**src/hw/rtl/jdis_pkg.sv**
```systemverilog
// Shared types and constants for the job dispatcher.
// Holds the controller/datapath command and status structs and the result codes.
// No dependencies.
package jdis_pkg;

   // op field of a request
   localparam logic OP_ENQUEUE = 1'b0;
   localparam logic OP_ADVANCE = 1'b1;

   // kind field of a result
   localparam logic [1:0] KIND_ACCEPT = 2'd0;
   localparam logic [1:0] KIND_DROP   = 2'd1;
   localparam logic [1:0] KIND_DONE   = 2'd2;
   localparam logic [1:0] KIND_IDLE   = 2'd3;

   // fixed field widths
   localparam int ID_W     = 16;
   localparam int LEN_W    = 16;
   localparam int STEP_W   = 16;
   localparam int TOTAL_W  = 32;
   localparam int SRV_OUT_W = 3;
   localparam int CFG_W    = 4;
   localparam int REQ_DATA_W = 32;
   localparam int RSP_DATA_W = 88;

   typedef struct packed {
      logic capture;    // latch the accepted request, restart the scan
      logic enq;        // dispatch, queue or drop the latched job and emit
      logic min_step;   // examine one server for the minimum
      logic sub;        // subtract the minimum, record servers that hit zero
      logic none;       // emit the nothing-busy result
      logic complete;   // emit the lowest pending completion
      logic load;       // start the queued job read out of the FIFO
   } cmd_type;

   typedef struct packed {
      logic out_free;      // output register can take a result this cycle
      logic scan_last;     // minimum scan is at the last active server
      logic any_busy;      // scan found at least one busy server
      logic fifo_nonempty;
      logic hit_any;       // completions still pending
      logic hit_single;    // at most one completion pending
   } sts_type;

endpackage

```
**src/hw/rtl/jdis_ram.sv**
```systemverilog
// Generic single-write, single-read RAM with registered read data.
// Used for the job FIFO storage. No dependencies.
module jdis_ram #(
   parameter int WIDTH = 32,
   parameter int DEPTH = 64
) (
   input  logic                             clock,
   input  logic                             wr_en,
   input  logic [(DEPTH>1?$clog2(DEPTH):1)-1:0] wr_addr,
   input  logic [WIDTH-1:0]                 wr_data,
   input  logic                             rd_en,
   input  logic [(DEPTH>1?$clog2(DEPTH):1)-1:0] rd_addr,
   output logic [WIDTH-1:0]                 rd_data
);

   logic [WIDTH-1:0] mem_ff [DEPTH];
   logic [WIDTH-1:0] rd_data_ff;

   always_ff @(posedge clock) begin
      if (wr_en) begin
         mem_ff[wr_addr] <= wr_data;
      end
      if (rd_en) begin
         rd_data_ff <= mem_ff[rd_addr];
      end
   end

   assign rd_data = rd_data_ff;

endmodule

```
**src/hw/rtl/jdis_ctrl.sv**
```systemverilog
// Sequencing state machine for the job dispatcher.
// Drives jdis_pkg::cmd_type to the datapath from jdis_pkg::sts_type and the request handshake.
module jdis_ctrl (
   input  logic              clock,
   input  logic              reset,
   input  logic              req_tvalid,
   output logic              req_tready,
   input  logic              req_op,
   input  jdis_pkg::sts_type sts,
   output jdis_pkg::cmd_type cmd
);

   localparam logic [2:0] ST_IDLE = 3'd0;
   localparam logic [2:0] ST_ENQ  = 3'd1;
   localparam logic [2:0] ST_MIN  = 3'd2;
   localparam logic [2:0] ST_SUB  = 3'd3;
   localparam logic [2:0] ST_NONE = 3'd4;
   localparam logic [2:0] ST_DONE = 3'd5;
   localparam logic [2:0] ST_LOAD = 3'd6;

   logic [2:0] state_ff;
   logic [2:0] state_in;

   always_comb begin
      state_in   = state_ff;
      cmd        = '0;
      req_tready = 1'b0;
      unique case (state_ff)
         ST_IDLE: begin
            req_tready = 1'b1;
            if (req_tvalid) begin
               cmd.capture = 1'b1;
               state_in = (req_op == jdis_pkg::OP_ADVANCE) ? ST_MIN : ST_ENQ;
            end
         end
         ST_ENQ: begin
            if (sts.out_free) begin
               cmd.enq  = 1'b1;
               state_in = ST_IDLE;
            end
         end
         ST_MIN: begin
            cmd.min_step = 1'b1;
            if (sts.scan_last) begin
               state_in = ST_SUB;
            end
         end
         ST_SUB: begin
            if (!sts.any_busy) begin
               state_in = ST_NONE;
            end else begin
               cmd.sub  = 1'b1;
               state_in = ST_DONE;
            end
         end
         ST_NONE: begin
            if (sts.out_free) begin
               cmd.none = 1'b1;
               state_in = ST_IDLE;
            end
         end
         ST_DONE: begin
            if (sts.out_free) begin
               cmd.complete = 1'b1;
               // a queued job starts only after its registered RAM read
               if (sts.fifo_nonempty) begin
                  state_in = ST_LOAD;
               end else if (sts.hit_single) begin
                  state_in = ST_IDLE;
               end
            end
         end
         ST_LOAD: begin
            cmd.load = 1'b1;
            state_in = sts.hit_any ? ST_DONE : ST_IDLE;
         end
         default: begin
            state_in = ST_IDLE;
         end
      endcase
   end

   always_ff @(posedge clock) begin
      if (reset) begin
         state_ff <= ST_IDLE;
      end else begin
         state_ff <= state_in;
      end
   end

endmodule

```
**src/hw/rtl/jdis_dp.sv**
```systemverilog
// Datapath of the job dispatcher: server registers, job FIFO, minimum scan,
// completion pick and the result register. Uses jdis_pkg and jdis_ram.
module jdis_dp #(
   parameter int MAX_SERVERS = 8,
   parameter int QUEUE_DEPTH = 64,
   parameter int WORK_BITS   = 16
) (
   input  logic                              clock,
   input  logic                              reset,
   input  logic                              csr_wr_en,
   input  logic [jdis_pkg::CFG_W-1:0]        csr_wr_data,
   input  logic [jdis_pkg::ID_W-1:0]         req_job_id,
   input  logic [jdis_pkg::LEN_W-1:0]        req_work_length,
   input  jdis_pkg::cmd_type                 cmd,
   output jdis_pkg::sts_type                 sts,
   input  logic                              rsp_tready,
   output logic                              rsp_valid,
   output logic [1:0]                        rsp_kind,
   output logic [jdis_pkg::SRV_OUT_W-1:0]    rsp_server,
   output logic [jdis_pkg::ID_W-1:0]         rsp_job_id,
   output logic [jdis_pkg::LEN_W-1:0]        rsp_length,
   output logic [jdis_pkg::STEP_W-1:0]       rsp_step,
   output logic [jdis_pkg::TOTAL_W-1:0]      rsp_total,
   output logic                              rsp_last
);

   localparam int SRV_W  = (MAX_SERVERS > 1) ? $clog2(MAX_SERVERS) : 1;
   localparam int ACT_W  = $clog2(MAX_SERVERS + 1);
   localparam int CNT_AW = (ACT_W > jdis_pkg::CFG_W) ? ACT_W : jdis_pkg::CFG_W;
   localparam int PTR_W  = (QUEUE_DEPTH > 1) ? $clog2(QUEUE_DEPTH) : 1;
   localparam int FCNT_W = $clog2(QUEUE_DEPTH + 1);
   localparam int ENTRY_W = jdis_pkg::ID_W + jdis_pkg::LEN_W;
   localparam logic [jdis_pkg::LEN_W-1:0] LEN_MASK = (WORK_BITS >= jdis_pkg::LEN_W) ?
      {jdis_pkg::LEN_W{1'b1}} : jdis_pkg::LEN_W'((32'd1 << WORK_BITS) - 32'd1);

   // configuration
   logic [jdis_pkg::CFG_W-1:0] csr_ff;
   logic                       csr_dflt_ff;   // set until first write: all servers active
   logic [CNT_AW-1:0]          cfg_x;
   logic [CNT_AW-1:0]          act_cnt;
   logic [MAX_SERVERS-1:0]     act_mask;

   // server state
   logic [WORK_BITS-1:0]       rem_ff  [MAX_SERVERS];
   logic [WORK_BITS-1:0]       rem_in  [MAX_SERVERS];
   logic [jdis_pkg::ID_W-1:0]  sid_ff  [MAX_SERVERS];
   logic [jdis_pkg::ID_W-1:0]  sid_in  [MAX_SERVERS];
   logic [jdis_pkg::LEN_W-1:0] slen_ff [MAX_SERVERS];
   logic [jdis_pkg::LEN_W-1:0] slen_in [MAX_SERVERS];
   logic [MAX_SERVERS-1:0]     busy_ff, busy_in;
   logic [MAX_SERVERS-1:0]     hit_ff, hit_in;

   // latched request and scan state
   logic [jdis_pkg::ID_W-1:0]  job_id_ff, job_id_in;
   logic [jdis_pkg::LEN_W-1:0] job_len_ff, job_len_in;
   logic [SRV_W-1:0]           idx_ff, idx_in;
   logic                       any_ff, any_in;
   logic [WORK_BITS-1:0]       least_ff, least_in;
   logic [SRV_W-1:0]           cur_ff, cur_in;
   logic [jdis_pkg::TOTAL_W-1:0] total_ff, total_in;

   // FIFO
   logic [PTR_W-1:0]           rptr_ff, rptr_in, wptr_ff, wptr_in;
   logic [FCNT_W-1:0]          fcnt_ff, fcnt_in;
   logic                       ram_we, ram_re;
   logic [ENTRY_W-1:0]         ram_rdata;

   // result register
   logic                       rvalid_ff, rvalid_in;
   logic [1:0]                 rkind_ff, rkind_in;
   logic [jdis_pkg::SRV_OUT_W-1:0] rsrv_ff, rsrv_in;
   logic [jdis_pkg::ID_W-1:0]  rid_ff, rid_in;
   logic [jdis_pkg::LEN_W-1:0] rlen_ff, rlen_in;
   logic [jdis_pkg::STEP_W-1:0] rstep_ff, rstep_in;
   logic [jdis_pkg::TOTAL_W-1:0] rtotal_ff, rtotal_in;
   logic                       rlast_ff, rlast_in;

   // search helpers
   logic                       idle_found;
   logic [SRV_W-1:0]           idle_sel;
   logic [SRV_W-1:0]           hit_sel;
   logic [WORK_BITS-1:0]       diff [MAX_SERVERS];
   logic                       out_free;
   logic [PTR_W-1:0]           rptr_inc, wptr_inc;

   // active server count: zero acts as one, large values clamp
   always_comb begin
      cfg_x = CNT_AW'(csr_ff);
      if (csr_dflt_ff) begin
         act_cnt = CNT_AW'(MAX_SERVERS);
      end else if (cfg_x == '0) begin
         act_cnt = CNT_AW'(1);
      end else if (cfg_x > CNT_AW'(MAX_SERVERS)) begin
         act_cnt = CNT_AW'(MAX_SERVERS);
      end else begin
         act_cnt = cfg_x;
      end
      for (int s = 0; s < MAX_SERVERS; s++) begin
         act_mask[s] = (CNT_AW'(s) < act_cnt);
      end
   end

   // lowest idle active server, lowest pending completion
   always_comb begin
      idle_found = 1'b0;
      idle_sel   = '0;
      hit_sel    = '0;
      for (int s = MAX_SERVERS - 1; s >= 0; s--) begin
         if (act_mask[s] && !busy_ff[s]) begin
            idle_found = 1'b1;
            idle_sel   = SRV_W'(s);
         end
         if (hit_ff[s]) begin
            hit_sel = SRV_W'(s);
         end
      end
   end

   assign out_free = !rvalid_ff || rsp_tready;
   assign rptr_inc = (rptr_ff == PTR_W'(QUEUE_DEPTH - 1)) ? '0 : rptr_ff + PTR_W'(1);
   assign wptr_inc = (wptr_ff == PTR_W'(QUEUE_DEPTH - 1)) ? '0 : wptr_ff + PTR_W'(1);

   always_comb begin
      sts.out_free      = out_free;
      sts.scan_last     = ((CNT_AW'(idx_ff) + CNT_AW'(1)) == act_cnt);
      sts.any_busy      = any_ff;
      sts.fifo_nonempty = (fcnt_ff != '0);
      sts.hit_any       = |hit_ff;
      sts.hit_single    = ((hit_ff & (hit_ff - MAX_SERVERS'(1))) == '0);
   end

   always_comb begin
      rem_in     = rem_ff;
      sid_in     = sid_ff;
      slen_in    = slen_ff;
      busy_in    = busy_ff;
      hit_in     = hit_ff;
      job_id_in  = job_id_ff;
      job_len_in = job_len_ff;
      idx_in     = idx_ff;
      any_in     = any_ff;
      least_in   = least_ff;
      cur_in     = cur_ff;
      total_in   = total_ff;
      rptr_in    = rptr_ff;
      wptr_in    = wptr_ff;
      fcnt_in    = fcnt_ff;
      ram_we     = 1'b0;
      ram_re     = 1'b0;
      rvalid_in  = rvalid_ff && !rsp_tready;
      rkind_in   = rkind_ff;
      rsrv_in    = rsrv_ff;
      rid_in     = rid_ff;
      rlen_in    = rlen_ff;
      rstep_in   = rstep_ff;
      rtotal_in  = rtotal_ff;
      rlast_in   = rlast_ff;
      for (int s = 0; s < MAX_SERVERS; s++) begin
         diff[s] = rem_ff[s] - least_ff;
      end

      if (cmd.capture) begin
         job_id_in  = req_job_id;
         job_len_in = req_work_length & LEN_MASK;
         idx_in     = '0;
         any_in     = 1'b0;
      end

      if (cmd.enq) begin
         rvalid_in = 1'b1;
         rkind_in  = jdis_pkg::KIND_ACCEPT;
         rsrv_in   = '0;
         rid_in    = job_id_ff;
         rlen_in   = job_len_ff;
         rstep_in  = '0;
         rtotal_in = total_ff;
         rlast_in  = 1'b1;
         // queued jobs keep FIFO order even if a server is idle
         if (fcnt_ff == '0 && idle_found) begin
            busy_in[idle_sel] = 1'b1;
            sid_in[idle_sel]  = job_id_ff;
            slen_in[idle_sel] = job_len_ff;
            rem_in[idle_sel]  = WORK_BITS'(job_len_ff);
            rsrv_in           = jdis_pkg::SRV_OUT_W'(idle_sel);
         end else if (fcnt_ff == FCNT_W'(QUEUE_DEPTH)) begin
            rkind_in = jdis_pkg::KIND_DROP;
         end else begin
            ram_we  = 1'b1;
            wptr_in = wptr_inc;
            fcnt_in = fcnt_ff + FCNT_W'(1);
         end
      end

      if (cmd.min_step) begin
         if (busy_ff[idx_ff] && (!any_ff || rem_ff[idx_ff] < least_ff)) begin
            least_in = rem_ff[idx_ff];
            any_in   = 1'b1;
         end
         idx_in = idx_ff + SRV_W'(1);
      end

      if (cmd.sub) begin
         for (int s = 0; s < MAX_SERVERS; s++) begin
            hit_in[s] = 1'b0;
            if (busy_ff[s] && act_mask[s]) begin
               rem_in[s] = diff[s];
               hit_in[s] = (diff[s] == '0);
            end
         end
      end

      if (cmd.none) begin
         rvalid_in = 1'b1;
         rkind_in  = jdis_pkg::KIND_IDLE;
         rsrv_in   = '0;
         rid_in    = '0;
         rlen_in   = '0;
         rstep_in  = '0;
         rtotal_in = total_ff;
         rlast_in  = 1'b1;
      end

      if (cmd.complete) begin
         total_in        = total_ff + jdis_pkg::TOTAL_W'(slen_ff[hit_sel]);
         rvalid_in       = 1'b1;
         rkind_in        = jdis_pkg::KIND_DONE;
         rsrv_in         = jdis_pkg::SRV_OUT_W'(hit_sel);
         rid_in          = sid_ff[hit_sel];
         rlen_in         = slen_ff[hit_sel];
         rstep_in        = jdis_pkg::STEP_W'(least_ff);
         rtotal_in       = total_in;
         rlast_in        = sts.hit_single;
         hit_in[hit_sel] = 1'b0;
         cur_in          = hit_sel;
         if (fcnt_ff != '0) begin
            ram_re  = 1'b1;
            rptr_in = rptr_inc;
            fcnt_in = fcnt_ff - FCNT_W'(1);
         end else begin
            busy_in[hit_sel] = 1'b0;
            rem_in[hit_sel]  = '0;
         end
      end

      if (cmd.load) begin
         busy_in[cur_ff] = 1'b1;
         sid_in[cur_ff]  = ram_rdata[ENTRY_W-1:jdis_pkg::LEN_W];
         slen_in[cur_ff] = ram_rdata[jdis_pkg::LEN_W-1:0];
         rem_in[cur_ff]  = WORK_BITS'(ram_rdata[jdis_pkg::LEN_W-1:0]);
      end
   end

   jdis_ram #(
      .WIDTH (ENTRY_W),
      .DEPTH (QUEUE_DEPTH)
   ) u_fifo_ram (
      .clock   (clock),
      .wr_en   (ram_we),
      .wr_addr (wptr_ff),
      .wr_data ({job_id_ff, job_len_ff}),
      .rd_en   (ram_re),
      .rd_addr (rptr_ff),
      .rd_data (ram_rdata)
   );

   always_ff @(posedge clock) begin
      if (reset) begin
         csr_ff      <= '0;
         csr_dflt_ff <= 1'b1;
         busy_ff     <= '0;
         hit_ff      <= '0;
         idx_ff      <= '0;
         any_ff      <= 1'b0;
         total_ff    <= '0;
         rptr_ff     <= '0;
         wptr_ff     <= '0;
         fcnt_ff     <= '0;
         rvalid_ff   <= 1'b0;
         for (int s = 0; s < MAX_SERVERS; s++) begin
            rem_ff[s] <= '0;
         end
      end else begin
         if (csr_wr_en) begin
            csr_ff      <= csr_wr_data;
            csr_dflt_ff <= 1'b0;
         end
         busy_ff   <= busy_in;
         hit_ff    <= hit_in;
         idx_ff    <= idx_in;
         any_ff    <= any_in;
         total_ff  <= total_in;
         rptr_ff   <= rptr_in;
         wptr_ff   <= wptr_in;
         fcnt_ff   <= fcnt_in;
         rvalid_ff <= rvalid_in;
         rem_ff    <= rem_in;
      end
   end

   always_ff @(posedge clock) begin
      sid_ff     <= sid_in;
      slen_ff    <= slen_in;
      job_id_ff  <= job_id_in;
      job_len_ff <= job_len_in;
      least_ff   <= least_in;
      cur_ff     <= cur_in;
      rkind_ff   <= rkind_in;
      rsrv_ff    <= rsrv_in;
      rid_ff     <= rid_in;
      rlen_ff    <= rlen_in;
      rstep_ff   <= rstep_in;
      rtotal_ff  <= rtotal_in;
      rlast_ff   <= rlast_in;
   end

   assign rsp_valid  = rvalid_ff;
   assign rsp_kind   = rkind_ff;
   assign rsp_server = rsrv_ff;
   assign rsp_job_id = rid_ff;
   assign rsp_length = rlen_ff;
   assign rsp_step   = rstep_ff;
   assign rsp_total  = rtotal_ff;
   assign rsp_last   = rlast_ff;

endmodule

```
**src/hw/rtl/job_dispatch_to_idle_servers_top.sv**
```systemverilog
// Job dispatcher top level: a pool of identical servers fed from one job FIFO.
// Request stream: tuser = op (enqueue or advance), tdata = job id and work length.
// Result stream: tuser = result kind, tlast marks the final result of a request.
// An enqueue yields one result: started on the lowest idle server, queued, or
// dropped because the queue is full. An advance takes the least remaining work
// among busy servers off every busy server and reports each server that reached
// zero in server order; such a server then takes the next queued job or goes
// idle. With no busy server an advance yields one nothing-busy result. One
// request at a time. An enqueue reaches the result register from the ENQ state
// once that register is free. An advance scans the active servers one at a
// time for the minimum (the shared compare unit), subtracts, then emits one
// completion at a time, loading a queued job after a registered FIFO RAM read.
// A new request is taken while the previous result still waits in the result
// register; a stalled receiver holds the result and halts the sequencer.
// Reset empties the queue, idles all servers, clears the total and makes all
// servers active; the csr register can be written at any idle time.
module job_dispatch_to_idle_servers_top #(
   parameter int MAX_SERVERS = 8,
   parameter int QUEUE_DEPTH = 64,
   parameter int WORK_BITS   = 16
) (
   input  logic                               clock,
   input  logic                               reset,
   input  logic                               csr_wr_en,
   input  logic [jdis_pkg::CFG_W-1:0]         csr_wr_data,  // servers_in_use
   input  logic                               req_tvalid,
   output logic                               req_tready,
   input  logic [jdis_pkg::REQ_DATA_W-1:0]    req_tdata,    // job_id, work_length
   input  logic [0:0]                         req_tuser,    // op
   output logic                               rsp_tvalid,
   input  logic                               rsp_tready,
   // server, done_job_id, done_length, elapsed_step, total_done, zero pad
   output logic [jdis_pkg::RSP_DATA_W-1:0]    rsp_tdata,
   output logic [1:0]                         rsp_tuser,    // kind
   output logic                               rsp_tlast
);

   localparam int PAD_W = jdis_pkg::RSP_DATA_W - jdis_pkg::SRV_OUT_W - jdis_pkg::ID_W
                          - jdis_pkg::LEN_W - jdis_pkg::STEP_W - jdis_pkg::TOTAL_W;

   jdis_pkg::cmd_type cmd;
   jdis_pkg::sts_type sts;

   logic [jdis_pkg::SRV_OUT_W-1:0] rsp_server;
   logic [jdis_pkg::ID_W-1:0]      rsp_job_id;
   logic [jdis_pkg::LEN_W-1:0]     rsp_length;
   logic [jdis_pkg::STEP_W-1:0]    rsp_step;
   logic [jdis_pkg::TOTAL_W-1:0]   rsp_total;

   jdis_ctrl u_ctrl (
      .clock      (clock),
      .reset      (reset),
      .req_tvalid (req_tvalid),
      .req_tready (req_tready),
      .req_op     (req_tuser[0]),
      .sts        (sts),
      .cmd        (cmd)
   );

   jdis_dp #(
      .MAX_SERVERS (MAX_SERVERS),
      .QUEUE_DEPTH (QUEUE_DEPTH),
      .WORK_BITS   (WORK_BITS)
   ) u_dp (
      .clock           (clock),
      .reset           (reset),
      .csr_wr_en       (csr_wr_en),
      .csr_wr_data     (csr_wr_data),
      .req_job_id      (req_tdata[jdis_pkg::ID_W-1:0]),
      .req_work_length (req_tdata[jdis_pkg::REQ_DATA_W-1:jdis_pkg::ID_W]),
      .cmd             (cmd),
      .sts             (sts),
      .rsp_tready      (rsp_tready),
      .rsp_valid       (rsp_tvalid),
      .rsp_kind        (rsp_tuser),
      .rsp_server      (rsp_server),
      .rsp_job_id      (rsp_job_id),
      .rsp_length      (rsp_length),
      .rsp_step        (rsp_step),
      .rsp_total       (rsp_total),
      .rsp_last        (rsp_tlast)
   );

   assign rsp_tdata = {{PAD_W{1'b0}}, rsp_total, rsp_step, rsp_length, rsp_job_id, rsp_server};

endmodule
```
**config.mk**
```make
export PLATFORM = sky130hd
export DESIGN_NAME = job_dispatch_to_idle_servers_top
export DESIGN_NICKNAME = d
export VERILOG_FILES = /design/src/hw/rtl/jdis_pkg.sv /design/src/hw/rtl/jdis_ram.sv /design/src/hw/rtl/jdis_ctrl.sv /design/src/hw/rtl/jdis_dp.sv /design/src/hw/rtl/job_dispatch_to_idle_servers_top.sv
export SDC_FILE = /design/constraint.sdc
export NUM_CORES = 2
export LEC_CHECK = 0
export ABC_AREA = 0
export ABC_CLOCK_PERIOD_IN_PS = 15460
export BUFFER_PORTS_ARGS = -buffer_cell sky130_fd_sc_hd__buf_2
export CAP_MARGIN = 25
export CORE_ASPECT_RATIO = 1.2
export CORE_MARGIN = 2
export CORE_UTILIZATION = 29
export DETAILED_ROUTE_END_ITERATION = 8
export HOLD_SLACK_MARGIN = 0.03
export PLACE_DENSITY = 0.44
export SETUP_SLACK_MARGIN = 0.05
export SLEW_MARGIN = 15
export SYNTH_ARGS = -nofsm -noshare
export SYNTH_HDL_FRONTEND = slang
export SYNTH_SLANG_ARGS = --single-unit
export TNS_END_PERCENT = 1
```
**constraint.sdc**
```tcl
create_clock -name clock -period 15.46 [get_ports clock]
set_input_delay 0.773 -clock clock [delete_from_list [all_inputs] [get_ports clock]]
set_output_delay 0.773 -clock clock [all_outputs]
set_load 0.005 [all_outputs]
```
-- After elaboration in Yosys (flattened, before gate mapping)
Memories as Yosys holds them, arrays and structs flattened. A register that Yosys moved wholly into a read port is not among the register bits.
Cells that the tools add are included.
- reduce and logical (&&, ||, !) cells: 61
- equality and inequality tests: 15
- $lt $le $gt $ge: 24
- multiplexer cells: 157
- bitwise gates (word level): 14
- add/sub/neg operators: 16
- operator list (kind ; number):
    128-bit 2-to-1 mux ; 12
    128-bit bitwise mux ; 6
    16-bit 2-to-1 mux ; 26
    16-bit binary-select mux with 3-bit select ; 3
    16-bit demux with 3-bit select ; 3
    128-bit AND ; 1
    16-bit zero test ; 8
    128-bit inverter ; 1
    16-bit subtractor ; 8
    32-bit 2-to-1 mux ; 3
    3-bit 2-to-1 mux ; 29
    8-bit 2-to-1 mux ; 7
    1-bit 2-to-1 mux ; 52
    7-bit 2-to-1 mux ; 5
    32-bit by 16-bit adder with 32-bit output ; 1
    1-bit logical AND ; 25
    8-bit AND ; 3
    3-bit one-hot mux with 6 select lines ; 1
    4-bit greater-or-equal comparator (second input constant) ; 4
    16-bit less-than comparator ; 1
    3-bit by 4-bit less-than comparator with 1-bit output (first input constant) ; 4
    3-bit by 4-bit less-than comparator with 1-bit output (second input constant) ; 4
    3-bit inverter with 4-bit output ; 4
    8-bit OR ; 2
    41 further kinds ; 74
- bits in writable memories: 2048
- register bits after elaboration: 601
- memories kept: 1
- memory list (name ; words ; width ; read ports ; clocked after memory_dff ; wr ports ; RTL line ; source):
    u_dp.u_fifo_ram.mem_ff ; 64 ; 32 ; 1 ; 1 ; 1 ; jdis_ram.sv:16 ; logic [WIDTH-1:0] mem_ff [DEPTH];

-- Depth between registers and ports, before layout
- depth after elaboration: 29
- mapped depth: 23
- depth with buffers taken out: 20

-- By module
Synthesis repeated with hierarchy kept, for this count alone.
- cells, all modules: 7376
- area total of the unflattened synthesis: 113650.2 µm²
- modules (own cells, without submodules) (module ; cells an instance ; area an instance (µm²) ; times used ; sequential area each (µm²)):
    jdis_ram ; 3324 ; 78840.6 ; 1 ; 62459.9
    jdis_dp ; 4004 ; 34450.5 ; 1 ; 13322.8
    jdis_ctrl ; 42 ; 317.8 ; 1 ; 60.1
    job_dispatch_to_idle_servers_top ; 6 ; 41.3 ; 1 ; 0.0

-- Worst setup path before layout
OpenSTA, ideal clock, no wires.
- kind: in2reg
- start point: input port rsp_tready
- end point: register u_dp.rid_ff, in the netlist u_dp.rsp_job_id[0], enable pin
- cell stages on the path: 3
- data required time: 14.831 ns
- path buffers: 1
- arrival time: 6.732 ns
- path slack: 8.098 ns
- cell sequence: nor2b_1 > clkbuf_1 > nor3_1
- cells in the longest elaborated chain, start to end: 4
- elaborated cells on any way between the ends: 6
- classes of those cells: mux (4); reduce/logical (2)
- ends and longest elaborated chain (item ; RTL line ; source):
    start: declaration ; job_dispatch_to_idle_servers_top.sv:31 ; input logic rsp_tready,
    1-bit logical OR * ; jdis_dp.sv:119 ; assign out_free = !rvalid_ff || rsp_tready;
    1-bit 2-to-1 mux * ; jdis_ctrl.sv:37, jdis_ctrl.sv:57, jdis_ctrl.sv:63 ;
    1-bit 2-to-1 mux ; jdis_ctrl.sv:28 ; unique case (state_ff)
    3-bit nonzero test (no source line) * ; -- ;
    end signal: assignment ; jdis_dp.sv:309 ; rid_ff <= rid_in;
    end: declaration ; jdis_dp.sv:72 ; logic [jdis_pkg::ID_W-1:0] rid_ff, rid_in;
Every way passes the cells marked *; elsewhere a longest branch is shown, timed or not.
A chain may end at the register's enable or synchronous reset.

-- Final worst setup path
- start point: register u_dp.hit_ff[2]
- end point: register u_dp.total_ff[30] (netlist name)
- cells in the longest elaborated chain, start to end: 8
- ends and longest elaborated chain (item ; RTL line ; source):
    start: declaration ; jdis_dp.sv:51 ; logic [MAX_SERVERS-1:0] hit_ff, hit_in;
    start signal: assignment ; jdis_dp.sv:288 ; hit_ff <= hit_in;
    3-bit 2-to-1 mux (3 in a row) ; jdis_dp.sv:113 ; if (hit_ff[s]) begin
    3-bit inverter with 4-bit output (not written as such) ; jdis_dp.sv:224 ; total_in = total_ff + jdis_pkg::TOTAL_W'(slen_ff[hit_sel]);
    16-bit binary-select mux with 3-bit select ; jdis_dp.sv:224 ;
    16-bit 2-to-1 mux (not written as such) (2 in a row) ; jdis_dp.sv:224 ;
    32-bit by 16-bit adder with 32-bit output ; jdis_dp.sv:224 ;
    end signal: assignment ; jdis_dp.sv:291 ; total_ff <= total_in;
    end: declaration ; jdis_dp.sv:60 ; logic [jdis_pkg::TOTAL_W-1:0] total_ff, total_in;
Every way passes these cells. The select of a mux whose other input is x is not followed.

==> results.py <==
metrics = {
    "job": {
        "cap_violations": 0,
    },
    "sta": {
        "relSlewSlack_pct": 23.50,
        "fmax_mhz": 156.4,
        "fin_worst_skew_ns": 0.07380,
        "rsz0062_at_grt": "no",
        "layout_min_cycle_time_ns": 6.392,
        "slew_viol_final": 0,
        "fin_crit_sh_pct": 41.35,
        "tns_ns": 0,
        "setup_viol": 0,
        "worstMarginPinSlew_ns": 1.148,
        "hold_viol_final": 0,
        "worst_slack_ns": 9.068,
    },
    "placed_design": {
        "dp_slack_ns": 9.151,
        "hpwl_mm": 247.2,
        "io_buffers": 129,
        "dpl.cell_count": 12319,
        "placed_area_mm2": 0.1213,
        "finalWeightedCongestion": 0.9254,
    },
    "power_and_ir_drop": {
        "powerDensity_mw_per_mm2": 124.8,
        "vdd_drop_max_v": 0.00007973,
        "p_leak_nw": 42.42,
        "power_w": 0.01640,
    },
    "final_layout": {
        "stdcell_count": 12913,
        "final_area_mm2": 0.1315,
        "multi_input_area_mm2": 0.03593,
        "nNetsFinal": 7685,
        "fillers": 37323,
        "drive_gt1_share_pct": 21.40,
        "regArea_mm2": 0.07586,
        "area_growth_pct": 16.08,
    },
    "floorplan": {
        "core_area_mm2": 0.3891,
        "die_h_um": 688.6,
        "dieWidth_um": 574.5,
        "die_area_mm2": 0.3956,
        "start_util_pct": 29.11,
        "rows": 251,
        "io_pins": 135,
    },
    "setup_path": {
        "worstSetupPathType": "register to register",
        "path_delay_family": "compound AO/OA/AOI/OAI gates",
        "ff2ff_path_depth": 20,
        "critPathSlowestCell": "and2_1",
        "crit_buf_inv": 3,
        "reg2reg_from": "u_dp.hit_ff[2]$_SDFF_PP0_",
        "crit_path_max_incr_delay_ns": 0.70,
        "critical_path_arrival_ns": 7.21,
        "r2r-end": "u_dp.total_ff[30]$_SDFFE_PP0P_",
        "crit_fanout": 22,
        "worst_setup_path_end_kind": "register",
        "startpoint_type": "register",
        "crit_path_start": "u_dp.hit_ff[2]$_SDFF_PP0_",
        "crit_chain": "nand2b_1, a21o_1, and2_1, inv_2, nand2_1, buf_4, a21oi_1, a221oi_1, o221ai_1, ha_1, nor2b_1, o21ai_0, a21boi_1, o211a_1, o21ai_0, a2111oi_1, buf_4, nor2_1, or3_1, a21oi_1",
        "required_ns": 16.28,
        "rrSetupSlack_ns": 9.07,
    },
    "clock_tree": {
        "clkLatencyLatePin_ns": 0.91,
        "cts-buffers-inserted": 308,
        "clk_pin_slew_ns": 0.06,
        "root_buffer": "clkbuf_16",
        "cts_resized": 0,
        "h-tree-depth": 5,
        "clockBufferDepth": 4,
        "cts_num_sinks": 2681,
        "cts_tree": "done",
        "post_cts_buffers": 0,
        "cts_hold_buf": 31,
    },
    "yosys": {
        "synth_seq_cells": 2681,
        "yosysTopAreaCell": "edfxtp_1",
        "syn_area_mm2": 0.1133,
        "syn_inst": 7233,
        "yosysSeqAreaShare_pct": 66.97,
        "yosysWarningCount": 0,
        "synth_edf_count": 2215,
        "synth_area_leaders": "edfxtp_1 59%, mux4_2 14%, dfxtp_1 8.2%, nand2_1 2.4%, a21oi_1 1.9%",
        "synth_top_area_share_pct": 58.73,
        "ys.flop_type": "edfxtp_1",
        "ys_async_sr_fraction_pct": 0,
        "synth_area_per_cell_um2": 15.66,
        "synth_cell_types": 83,
    },
    "min_path": {
        "hold_path.class": "input port to register",
        "min_to": "u_dp.job_len_ff[6]$_DFFE_PP_",
        "holdPathStages": 1,
        "min_from": "req_tdata[22]",
    },
    "drt": {
        "routed_via_density": 5.284,
        "drtPass1Iterations": 6,
        "num_vias": 68234,
        "drtIter0Drc": 6445,
        "ant_nets": 0,
        "drcViolationCount": 0,
        "finalWirelength_mm": 383.7,
        "wl_per_cell_um": 29.72,
    },
    "global_route": {
        "grt_pass1_wl_mm": 538.4,
        "antenna_found_initial": 25,
        "overflow": 0,
        "grt_usage_pct": 19.00,
        "grt_start_max_net_pins": 132,
        "grt_pass1_vias": 68933,
    },
    "outcome": {
        "outcome": "finished clean",
    },
}
==> area by class of cell <==
cell class	instances	area share (%)
timing repair buffer	406	2.294
sequential	2681	57.71
clock inverter	136	0.9737
antenna	9	0.01713
inverter	89	0.2551
clock buffer	414	6.484
multi-input combinational	3992	27.33
tap	5186	4.936
==> metrics by stage <==
stage / hold slack, ns / util [%]
floorplan: 0.4388 / -
CTS: 0.07427 / 33.76
finish: 0.1348 / 33.78
global route: 0.08890 / 33.78
detailed placement: 0.4389 / 31.16
global placement: 0.4449 / 31.15
==> layer usage <==
metal  share of wire [%]  track usage [%]  up-vias  wire length, um
met5              0.0068                0        -               26
met4                 2.9            5.315        4            10950
met3                 5.7            2.952      539            21740
met2                  49            32.71     2350           189900
met1                  42            24.76    36262           161100
li1                    -                -    29079                -
==> cells by family after synthesis <==
family	Yosys count	share of synthesized area, %
other	1	0.003311
XOR/XNOR	146	1.129
AO/OA/AOI/OAI	1299	7.180
flip-flops	2681	66.97
AND/OR/NAND/NOR	1561	5.902
multiplexers	816	15.03
buffers and inverters	564	1.902
adder cells (fa/ha/maj)	165	1.883
==> sequential cells by signal, indices dropped and copies added (netlist names), 7 cells and up <==
name	cells
u_dp.least_ff	16
u_dp.fcnt_ff	7
u_dp.job_len_ff	16
u_dp.rsp_step	16
u_dp.total_ff	32
u_dp.job_id_ff	16
u_dp.rsp_total	32
u_dp.rsp_job_id	16
u_dp.sid_ff	128
u_dp.u_fifo_ram.mem_ff	2048
u_dp.u_fifo_ram.rd_data	32
u_dp.rem_ff	128
u_dp.rsp_length	16
u_dp.busy_ff	8
u_dp.slen_ff	128
u_dp.hit_ff	8
==> power breakdown <==
group	leakage, nW	internal [W]	switching (W)
registers	23.7	0.00809	0.000110
clock network	4.78	0.00423	0.00299
logic	13.9	0.000271	0.000705
==> cell usage in the layout (no fill, tap or decap), types with 13 or more instances in the layout <==
| cell type | synthesis | layout |
|---|---|---|
| a21oi_1 | 420 | 416 |
| nand4_1 | 21 | 21 |
| mux2_2 | 18 | 18 |
| o221ai_1 | 25 | 24 |
| ha_1 | 156 | 156 |
| clkinv_2 | 0 | 40 |
| buf_2 | 9 | 128 |
| a22o_1 | 44 | 44 |
| mux2i_1 | 92 | 92 |
| a221oi_1 | 32 | 32 |
| a211oi_1 | 44 | 44 |
| dlygate4sd3_1 | 0 | 31 |
| bufinv_16 | 0 | 22 |
| edfxtp_1 | 2215 | 2215 |
| o21ai_0 | 259 | 258 |
| a31oi_1 | 150 | 149 |
| o31ai_1 | 17 | 17 |
| xnor2_1 | 94 | 94 |
| inv_1 | 80 | 78 |
| nand3_1 | 86 | 80 |
| o21bai_1 | 13 | 13 |
| buf_12 | 0 | 14 |
| xor2_1 | 52 | 52 |
| nor2_4 | 0 | 67 |
| a21o_1 | 43 | 43 |
| and3_1 | 26 | 26 |
| a211o_1 | 13 | 13 |
| nand2_1 | 731 | 728 |
| nor2_1 | 465 | 395 |
| o211ai_1 | 99 | 99 |
| nor3_1 | 64 | 53 |
| nor2b_1 | 56 | 55 |
| buf_4 | 5 | 228 |
| nand2b_1 | 25 | 25 |
| dfxtp_1 | 466 | 458 |
| clkbuf_16 | 0 | 322 |
| clkbuf_1 | 370 | 81 |
| o21a_1 | 29 | 29 |
| mux4_2 | 706 | 706 |
| clkinv_1 | 8 | 60 |
==> worst max-delay path by stage <==
stage	endpoint	slack, ns	depth (start not counted)
after global routing	u_dp.rsp_total[30]$_DFFE_PP_	8.75	20
after floorplan	u_dp.rsp_job_id[0]$_DFFE_PP_	8.10	3
after CTS	u_dp.rsp_total[30]$_DFFE_PP_	9.13	18
after detailed placement	u_dp.rsp_total[30]$_DFFE_PP_	9.15	18
after global placement	u_dp.rsp_total[30]$_DFFE_PP_	9.17	18
final	u_dp.total_ff[30]$_SDFFE_PP0P_	9.07	20
==> synth_stat cells (25+ instances only) <==
cell type	count
a211oi_1	44
a21o_1	43
a21oi_1	420
a221oi_1	32
a22o_1	44
a31oi_1	150
and3_1	26
buf_1	90
clkbuf_1	370
dfxtp_1	466
edfxtp_1	2215
ha_1	156
inv_1	80
mux2i_1	92
mux4_2	706
nand2_1	731
nand2b_1	25
nand3_1	86
nor2_1	465
nor2b_1	56
nor3_1	64
o211ai_1	99
o21a_1	29
o21ai_0	259
o221ai_1	25
xnor2_1	94
xor2_1	52
No activity file was read; power rests on OpenSTA's default activity.
